<file path="src/rtl/lpd_pkg.sv">
// ----------------------------------------------------------------------------
// lpd_pkg
// Types and constants shared by the length-prefix deframer modules.
// ----------------------------------------------------------------------------
package lpd_pkg;

  localparam int unsigned ByteW   = 8;
  localparam int unsigned LenW    = 32;
  localparam int unsigned CfgAddrW = 3;
  localparam int unsigned CfgDataW = 32;

  localparam logic [LenW-1:0] MaxBodyLengthReset = 32'h0010_0000;

  typedef enum logic [0:0] {
    REG_MAX_BODY_LENGTH = 1'b0
  } lpd_reg_idx_t;

  typedef enum logic [1:0] {
    STATUS_OK   = 2'd0,
    STATUS_ZERO = 2'd1,
    STATUS_OVER = 2'd2
  } lpd_status_t;

  localparam logic [1:0] HdrIdxLast = 2'd3;

  typedef struct packed {
    logic             valid;
    logic [ByteW-1:0] data;
  } lpd_stage_t;

  typedef struct packed {
    logic [ByteW-1:0] out_byte;
    logic             is_body;
    logic             body_last;
    logic             header_done;
    logic [LenW-1:0]  body_length;
    lpd_status_t      status;
  } lpd_result_t;

endpackage

</file>
<file path="src/rtl/lpd_stream_if.sv">
// ----------------------------------------------------------------------------
// lpd_byte_if / lpd_result_if
// Valid/ready channels for the raw byte stream and the deframed results.
// ----------------------------------------------------------------------------
interface lpd_byte_if;
  logic       valid;
  logic       ready;
  logic [7:0] in_byte;

  modport source (output valid, output in_byte, input ready);
  modport sink   (input valid, input in_byte, output ready);
endinterface

interface lpd_result_if;
  logic        valid;
  logic        ready;
  logic [7:0]  out_byte;
  logic        is_body;
  logic        body_last;
  logic        header_done;
  logic [31:0] body_length;
  logic [1:0]  status;

  modport source (output valid, output out_byte, output is_body, output body_last,
                  output header_done, output body_length, output status, input ready);
  modport sink   (input valid, input out_byte, input is_body, input body_last,
                  input header_done, input body_length, input status, output ready);
endinterface

</file>
<file path="src/rtl/length_prefix_deframer.sv">
// ----------------------------------------------------------------------------
// length_prefix_deframer
// Splits a byte stream into frames with a 4-byte big-endian length header.
// ----------------------------------------------------------------------------
//  Channel  Direction  Transaction
//  in_ch    sink       one raw stream byte
//  out_ch   source     one result per byte: byte, body flags, header length, status
//  cfg      APB slave  write/read of max_body_length at address 0
//
// Each byte passes from acceptance to result through the input register and
// then the result register, giving a throughput of one byte per clock while
// the consumer does not stall; the frame state updates with the result register.
// A result held by a stalled consumer still lets one more byte enter the input
// register. Reset is synchronous and clears the frame state and both stages.
// ----------------------------------------------------------------------------
module length_prefix_deframer
  import lpd_pkg::*;
(
  input  logic                clk,
  input  logic                rst_n,
  lpd_byte_if.sink            in_ch,
  lpd_result_if.source        out_ch,
  input  logic                psel,
  input  logic                penable,
  input  logic                pwrite,
  input  logic [CfgAddrW-1:0] paddr,
  input  logic [CfgDataW-1:0] pwdata,
  output logic [CfgDataW-1:0] prdata,
  output logic                pready
);

  logic [LenW-1:0] max_body_length;
  logic            advance;
  lpd_stage_t      stage;
  lpd_result_t     result;

  lpd_cfg_regs u_cfg (
    .clk             (clk),
    .rst_n           (rst_n),
    .psel            (psel),
    .penable         (penable),
    .pwrite          (pwrite),
    .paddr           (paddr),
    .pwdata          (pwdata),
    .prdata          (prdata),
    .pready          (pready),
    .max_body_length (max_body_length)
  );

  lpd_in_stage u_in (
    .clk      (clk),
    .rst_n    (rst_n),
    .in_valid (in_ch.valid),
    .in_byte  (in_ch.in_byte),
    .in_ready (in_ch.ready),
    .advance  (advance),
    .stage    (stage)
  );

  lpd_frame_core u_core (
    .clk             (clk),
    .rst_n           (rst_n),
    .stage           (stage),
    .max_body_length (max_body_length),
    .advance         (advance),
    .out_valid       (out_ch.valid),
    .out_ready       (out_ch.ready),
    .result          (result)
  );

  assign out_ch.out_byte    = result.out_byte;
  assign out_ch.is_body     = result.is_body;
  assign out_ch.body_last   = result.body_last;
  assign out_ch.header_done = result.header_done;
  assign out_ch.body_length = result.body_length;
  assign out_ch.status      = result.status;

  a_status_needs_header: assert property (@(posedge clk) disable iff (!rst_n)
    out_ch.valid && (out_ch.status != STATUS_OK) |-> out_ch.header_done)
    else $error("Rejection status reported without a completed header.");

  a_body_not_header: assert property (@(posedge clk) disable iff (!rst_n)
    out_ch.valid && out_ch.is_body |-> !out_ch.header_done && (out_ch.body_length == '0))
    else $error("Body byte also flagged as a header byte.");

  a_last_is_body: assert property (@(posedge clk) disable iff (!rst_n)
    out_ch.valid && out_ch.body_last |-> out_ch.is_body)
    else $error("Last-byte flag on a header byte.");

  a_stall_only_backpressure: assert property (@(posedge clk) disable iff (!rst_n)
    !in_ch.ready |-> out_ch.valid && !out_ch.ready)
    else $error("Input stalled while the result register is free.");

endmodule

</file>
<file path="src/rtl/lpd_cfg_regs.sv">
// ----------------------------------------------------------------------------
// lpd_cfg_regs
// APB-style register file holding the body length limit.
// ----------------------------------------------------------------------------
module lpd_cfg_regs
  import lpd_pkg::*;
(
  input  logic                clk,
  input  logic                rst_n,
  input  logic                psel,
  input  logic                penable,
  input  logic                pwrite,
  input  logic [CfgAddrW-1:0] paddr,
  input  logic [CfgDataW-1:0] pwdata,
  output logic [CfgDataW-1:0] prdata,
  output logic                pready,
  output logic [LenW-1:0]     max_body_length
);

  logic [LenW-1:0] max_len_r;
  logic [LenW-1:0] max_len_nxt;
  logic            reg_hit;
  logic            wr_en;

  assign pready  = 1'b1;
  assign reg_hit = (lpd_reg_idx_t'(paddr[2]) == REG_MAX_BODY_LENGTH);
  assign wr_en   = psel && penable && pwrite && pready && reg_hit;

  always_comb begin
    max_len_nxt = max_len_r;
    if (wr_en) begin
      max_len_nxt = pwdata;
    end
  end

  always_ff @(posedge clk) begin
    if (!rst_n) begin
      max_len_r <= MaxBodyLengthReset;
    end else begin
      max_len_r <= max_len_nxt;
    end
  end

  assign prdata          = reg_hit ? max_len_r : '0;
  assign max_body_length = max_len_r;

endmodule

</file>
<file path="src/rtl/lpd_in_stage.sv">
// ----------------------------------------------------------------------------
// lpd_in_stage
// Input register that captures one byte transaction per cycle while in_ready is high.
// ----------------------------------------------------------------------------
module lpd_in_stage
  import lpd_pkg::*;
(
  input  logic             clk,
  input  logic             rst_n,
  input  logic             in_valid,
  input  logic [ByteW-1:0] in_byte,
  output logic             in_ready,
  input  logic             advance,
  output lpd_stage_t       stage
);

  logic             valid_r;
  logic             valid_nxt;
  logic [ByteW-1:0] data_r;
  logic             take;

  assign in_ready = !valid_r || advance;
  assign take     = in_valid && in_ready;

  always_comb begin
    valid_nxt = valid_r;
    if (take) begin
      valid_nxt = 1'b1;
    end else if (advance) begin
      valid_nxt = 1'b0;
    end
  end

  always_ff @(posedge clk) begin
    if (!rst_n) begin
      valid_r <= 1'b0;
    end else begin
      valid_r <= valid_nxt;
    end
  end

  always_ff @(posedge clk) begin
    if (take) begin
      data_r <= in_byte;
    end
  end

  assign stage.valid = valid_r;
  assign stage.data  = data_r;

endmodule

</file>
<file path="src/rtl/lpd_frame_core.sv">
// ----------------------------------------------------------------------------
// lpd_frame_core
// Frame state, per-byte classification and the result register.
// ----------------------------------------------------------------------------
module lpd_frame_core
  import lpd_pkg::*;
(
  input  logic            clk,
  input  logic            rst_n,
  input  lpd_stage_t      stage,
  input  logic [LenW-1:0] max_body_length,
  output logic            advance,
  output logic            out_valid,
  input  logic            out_ready,
  output lpd_result_t     result
);

  logic            in_body_r, in_body_nxt;
  logic [1:0]      hdr_idx_r, hdr_idx_nxt;
  logic [LenW-1:0] accum_r, accum_nxt;
  logic [LenW-1:0] left_r, left_nxt;
  logic            out_valid_r, out_valid_nxt;
  lpd_result_t     res_r, res_nxt;
  logic [LenW-1:0] left_dec;

  assign advance  = stage.valid && (!out_valid_r || out_ready);
  assign left_dec = (left_r != '0) ? left_r - 1'b1 : '0;

  always_comb begin
    in_body_nxt = in_body_r;
    hdr_idx_nxt = hdr_idx_r;
    accum_nxt   = accum_r;
    left_nxt    = left_r;
    res_nxt     = '{out_byte: stage.data, is_body: 1'b0, body_last: 1'b0,
                    header_done: 1'b0, body_length: '0, status: STATUS_OK};
    if (in_body_r) begin
      res_nxt.is_body = 1'b1;
      left_nxt        = left_dec;
      if (left_dec == '0) begin
        res_nxt.body_last = 1'b1;
        in_body_nxt       = 1'b0;
      end
    end else begin
      accum_nxt = (hdr_idx_r == 2'd0) ? {{(LenW-ByteW){1'b0}}, stage.data}
                                      : {accum_r[LenW-ByteW-1:0], stage.data};
      if (hdr_idx_r == HdrIdxLast) begin
        res_nxt.header_done = 1'b1;
        res_nxt.body_length = accum_nxt;
        hdr_idx_nxt         = 2'd0;
        priority if (accum_nxt == '0) begin
          res_nxt.status = STATUS_ZERO;
        end else if (accum_nxt > max_body_length) begin
          res_nxt.status = STATUS_OVER;
        end else begin
          in_body_nxt = 1'b1;
          left_nxt    = accum_nxt;
        end
      end else begin
        hdr_idx_nxt = hdr_idx_r + 2'd1;
      end
    end
  end

  always_comb begin
    out_valid_nxt = out_valid_r;
    if (advance) begin
      out_valid_nxt = 1'b1;
    end else if (out_ready) begin
      out_valid_nxt = 1'b0;
    end
  end

  always_ff @(posedge clk) begin
    if (!rst_n) begin
      in_body_r   <= 1'b0;
      hdr_idx_r   <= 2'd0;
      accum_r     <= '0;
      left_r      <= '0;
      out_valid_r <= 1'b0;
    end else begin
      out_valid_r <= out_valid_nxt;
      if (advance) begin
        in_body_r <= in_body_nxt;
        hdr_idx_r <= hdr_idx_nxt;
        accum_r   <= accum_nxt;
        left_r    <= left_nxt;
      end
    end
  end

  always_ff @(posedge clk) begin
    if (advance) begin
      res_r <= res_nxt;
    end
  end

  assign out_valid = out_valid_r;
  assign result    = res_r;

endmodule
</file>
<file path="src/flat_wrapper.sv">
// flat-port wrapper written by rule: the top's interface ports become plain ports
module length_prefix_deframer_flat import lpd_pkg::*;
  (clk, rst_n, psel, penable, pwrite, paddr, pwdata, prdata, pready, in_ch_valid, in_ch_in_byte, in_ch_ready, out_ch_valid, out_ch_out_byte, out_ch_is_body, out_ch_body_last, out_ch_header_done, out_ch_body_length, out_ch_status, out_ch_ready);
  lpd_byte_if in_ch_i ();
  lpd_result_if out_ch_i ();
  input  logic clk;
  input  logic rst_n;
  input  logic psel;
  input  logic penable;
  input  logic pwrite;
  input  logic [CfgAddrW-1:0] paddr;
  input  logic [CfgDataW-1:0] pwdata;
  output logic [CfgDataW-1:0] prdata;
  output logic pready;
  input wire logic [$bits(in_ch_i.valid)-1:0] in_ch_valid;
  input wire logic [$bits(in_ch_i.in_byte)-1:0] in_ch_in_byte;
  output wire logic [$bits(in_ch_i.ready)-1:0] in_ch_ready;
  output wire logic [$bits(out_ch_i.valid)-1:0] out_ch_valid;
  output wire logic [$bits(out_ch_i.out_byte)-1:0] out_ch_out_byte;
  output wire logic [$bits(out_ch_i.is_body)-1:0] out_ch_is_body;
  output wire logic [$bits(out_ch_i.body_last)-1:0] out_ch_body_last;
  output wire logic [$bits(out_ch_i.header_done)-1:0] out_ch_header_done;
  output wire logic [$bits(out_ch_i.body_length)-1:0] out_ch_body_length;
  output wire logic [$bits(out_ch_i.status)-1:0] out_ch_status;
  input wire logic [$bits(out_ch_i.ready)-1:0] out_ch_ready;
  assign in_ch_i.valid = in_ch_valid;
  assign in_ch_i.in_byte = in_ch_in_byte;
  assign in_ch_ready = in_ch_i.ready;
  assign out_ch_valid = out_ch_i.valid;
  assign out_ch_out_byte = out_ch_i.out_byte;
  assign out_ch_is_body = out_ch_i.is_body;
  assign out_ch_body_last = out_ch_i.body_last;
  assign out_ch_header_done = out_ch_i.header_done;
  assign out_ch_body_length = out_ch_i.body_length;
  assign out_ch_status = out_ch_i.status;
  assign out_ch_i.ready = out_ch_ready;
  length_prefix_deframer u_core (.clk(clk), .rst_n(rst_n), .in_ch(in_ch_i), .out_ch(out_ch_i), .psel(psel), .penable(penable), .pwrite(pwrite), .paddr(paddr), .pwdata(pwdata), .prdata(prdata), .pready(pready));
endmodule
</file>
<file path="config.mk">
export PLATFORM = sky130hd
export DESIGN_NAME = length_prefix_deframer_flat
export DESIGN_NICKNAME = d
export VERILOG_FILES = /design/src/rtl/lpd_pkg.sv /design/src/rtl/lpd_stream_if.sv /design/src/rtl/length_prefix_deframer.sv /design/src/rtl/lpd_cfg_regs.sv /design/src/rtl/lpd_in_stage.sv /design/src/rtl/lpd_frame_core.sv /design/src/flat_wrapper.sv
export SDC_FILE = /design/constraint.sdc
export NUM_CORES = 1
export LEC_CHECK = 0
export BUFFER_PORTS_ARGS = -buffer_cell sky130_fd_sc_hd__buf_2
export CELL_PAD_IN_SITES_DETAIL_PLACEMENT = 2
export CELL_PAD_IN_SITES_GLOBAL_PLACEMENT = 2
export CORE_MARGIN = 2
export CORE_UTILIZATION = 30
export CTS_BUF_LIST = sky130_fd_sc_hd__clkbuf_2
export DETAILED_ROUTE_END_ITERATION = 7
export GPL_TIMING_DRIVEN = 0
export PLACE_DENSITY_LB_ADDON = 0.1
export SYNTH_ARGS = -nofsm -noshare
export SYNTH_HDL_FRONTEND = slang
export SYNTH_SLANG_ARGS = --single-unit
</file>
<file path="constraint.sdc">
create_clock -name clk -period 6.6 [get_ports clk]
set_input_delay 0.33 -clock clk [delete_from_list [all_inputs] [get_ports clk]]
set_output_delay 0.33 -clock clk [all_outputs]
set_load 0.01 [all_outputs]
</file>
==> impl_metrics.py <==
metrics = {
    "clock_network": {
        "cts-root-buf": "clkbuf_2",
        "cts_resized": 0,
        "clock_latency_ps": 790,
        "cts_tree": "done",
        "cts_buffers": 17,
        "htree_levels": 4,
        "clk_pin_slew_ps": 270,
        "clock_path_buffers": 2,
        "cts_num_sinks": 146,
    },
    "power_and_ir_drop": {
        "clkPwrFrac_pct": 31.5,
        "power_frac_seq_pct": 57.7,
        "combPwrFrac_pct": 10.9,
        "p_leak_nw": 3.918,
        "ir_drop_uv": 56.03,
        "pwr_density_cell_mw_per_mm2": 178.7,
        "p_int_mw": 1.171,
        "power.switching_mw": 0.5137,
        "sw_frac_of_total_pct": 30.50,
    },
    "setup_path": {
        "crit_chain": "inv_1, ha_1, clkbuf_1, nand2b_1, inv_1, ha_1, nand4_1, or4_1, nor3_1, a311oi_1, nor3b_1, nor2_1, a221o_1",
        "crit_family": "simple AND/OR/NAND/NOR gates",
        "path_max_fanout": 10,
        "cpMaxStageDelayCell": "nor3b_1",
        "crit_required_ps": 7270,
        "path_buf_inv": 3,
        "critPathMaxStageDelay_ps": 1300,
        "cp-end-kind": "register",
        "worstSetupStartpointType": "register",
        "crit_arrival_ps": 6110,
        "critPathKind": "reg2reg",
    },
    "final_layout": {
        "fillers": 2922,
        "final_cells": 1444,
        "nets": 1184,
        "syn2layout_area_growth_pct": 22.35,
        "drive_gt1_share_pct": 16.01,
        "fin_util_pct": 37.42,
    },
    "route": {
        "num_vias": 7466,
        "routed_wl_um": 30280,
        "dr.pass1.iters": 6,
        "drc": 0,
        "wl_per_cell_um": 20.97,
        "vias_per_cell": 5.170,
        "drt-initial-drc-count": 360,
        "ant_nets": 0,
    },
    "grt": {
        "overflow": 0,
        "grt_usage_pct": 23.31,
        "grt_pass1_vias": 8072,
        "grt_max_degree": 29,
        "antenna_found_initial": 1,
        "grt_pass1_wl_um": 46910,
    },
    "place": {
        "dp.cells": 1366,
        "dp_hpwl_um": 22640,
        "pre_cts_slack_ps": 1353,
        "gp_congestion": 0.8182,
        "port_buffers": 124,
    },
    "synthesis": {
        "yosysMostFrequentCell": "nand2_1",
        "yosysTopAreaCell": "dfxtp_1",
        "syn_nets": 996,
        "ys_types": 71,
        "synthTopCellsByArea": "dfxtp_1 24%, edfxtp_1 21%, nand2_1 7.3%",
        "async_flop_share_pct": 0,
        "ys.flop_type": "dfxtp_1",
        "seq_area_frac_synth_pct": 44.83,
        "netlist_area_mm2": 0.007702,
        "synth.top_cell.area_share_pct": 24.17,
        "synth-edff-count": 53,
        "synth_common_cells": "149 x nand2_1, 93 x dfxtp_1, 93 x nor2_1",
        "ys_ff_latch": 146,
        "syn_inst": 911,
        "yosysWarnings": 0,
        "syn_avg_cell_area_um2": 8.455,
    },
    "run_status": {
        "violations": "max-capacitance violations, max-slew violations",
        "status": "finished, violations left",
    },
    "floorplan": {
        "initial_core_util_pct": 30.59,
        "fp-row-count": 58,
        "die_h_um": 164.2,
        "io_pins": 130,
        "die_area_mm2": 0.02697,
        "core-area_mm2": 0.02518,
        "die_w_um": 164.2,
    },
    "sta": {
        "finalClockSkew_ps": 51.28,
        "fmax_mhz": 183.5,
        "setup_violations": 0,
        "rsz0062_at_grt": "false",
        "report.final.slew_viol_count": 7,
        "hold_viol_final": 0,
        "period_minus_slack_ps": 5450,
        "timing.final.crit_share_pct": 82.57,
        "worst_slew_pin_slew_ps": 1588,
        "slew_headroom_pct": -6.072,
        "setup_tns_ps": 0,
        "setup_slack_ps": 1150,
    },
    "hold_path": {
        "hold_path.class": "in2reg",
    },
    "flow_run": {
        "max_cap_violations": 1,
    },
}
## cells in the final DEF (no fill, tap or decap), types with 10 or more instances in the layout
cell type,Yosys,final
o21ai_0,26,26
nor4_1,25,25
a21oi_1,80,80
nand4_1,17,17
nand3_1,14,14
nor3_1,17,17
and3_1,10,10
nor2_1,93,93
dfxtp_1,93,93
dlygate4sd3_1,0,44
inv_1,65,65
ha_1,35,35
nand2b_1,25,25
clkbuf_1,47,46
clkbuf_2,0,19
nand2_1,149,149
edfxtp_1,53,53
buf_2,4,128
xnor2_1,10,10
## path summary, 6_finish.rpt
check	start	endpoint	slack, ps	depth (start not counted)
worst max-delay path	u_core.u_core.hdr_idx_r[0]$_SDFFE_PN0P_	u_core.u_core.left_r[6]$_SDFFE_PN0P_	1150	13
worst min-delay path	penable	u_core.u_cfg.max_body_length[31]$_SDFFE_PN0P_	90	4
worst max register to register	u_core.u_core.hdr_idx_r[0]$_SDFFE_PN0P_	u_core.u_core.left_r[6]$_SDFFE_PN0P_	1150	13
worst min register to register	u_core.u_core.in_body_r$_SDFFE_PN0P_	u_core.u_core.result[36]$_DFFE_PP_	470	0
## through the flow
step | area, um^2 | hold slack [ps] | total power [mW]
floorplan | 7702 | 406.4 | 1.077
global placement | 8736 | 421.0 | 1.149
detailed placement | 8757 | 415.8 | 1.153
CTS | 9419 | 50.04 | 1.701
global route | 9424 | 28.75 | 1.761
finish | 9424 | 89.97 | 1.684
## power groups by stage
stage          combinational (mW)  clock [mW]  sequential, mW
3_5_place_dp                0.164           0           0.989
6_report                    0.183       0.530           0.971
4_1_cts                     0.185       0.545           0.972
2_1_floorplan              0.0884           0           0.989
5_1_grt                     0.203       0.583           0.975
3_3_place_gp                0.159           0           0.990
## worst min-delay path, delay by kind of cell
family,cells,cell delay (ps)
and+or+nand+nor,2,380
buffers and inverters,1,90
AOI/OAI and AO/OA,1,60
## per-layer routing
metal	up-vias	share of wire (%)	track usage, %
li1	3593	-	-
met1	3702	45	29.51
met2	136	51	40.97
met3	35	2.8	3.662
met4	0	1.9	6.419
met5	-	0	0
## state kept, by name (all words and copies together), names as in the netlist, 2 cells and up
signal / count
u_core.u_core.hdr_idx_r: 2
u_core.u_core.accum_r: 24
u_core.u_core.left_r: 32
u_core.u_cfg.max_body_length: 32
u_core.u_core.result: 45
u_core.u_in.data_r: 8
## logic make-up after synthesis
family,after synthesis,share of synthesized area (%)
xor+xnor,13,1.478
simple gates,398,24.76
flops,146,44.83
compound gates,191,16.28
buf+inv,123,6.400
fa+ha+maj,35,5.686
mux,4,0.5198
other cells,1,0.04869
## repair_timing
item	in CTS	in global routing
hold buffers	44	0
hold endpoints to repair	43	0
endpoints found under the setup margin	0	0
setup buffers	0	0
## layout make-up
class                   instances  area (um^2)  area share [%]
flip-flops and latches        146         3453           36.64
repair buffers                169         1081           11.47
plain buffers                  58        250.2           2.655
inverters                      65        244.0           2.589
clock inverters                14        131.4           1.394
well taps                     330        412.9           4.381
multi-input cells             642         3756           39.86
clock buffers                  18        90.09          0.9559
diodes                          2        5.005         0.05311
Power figures use the tool's default switching activity.
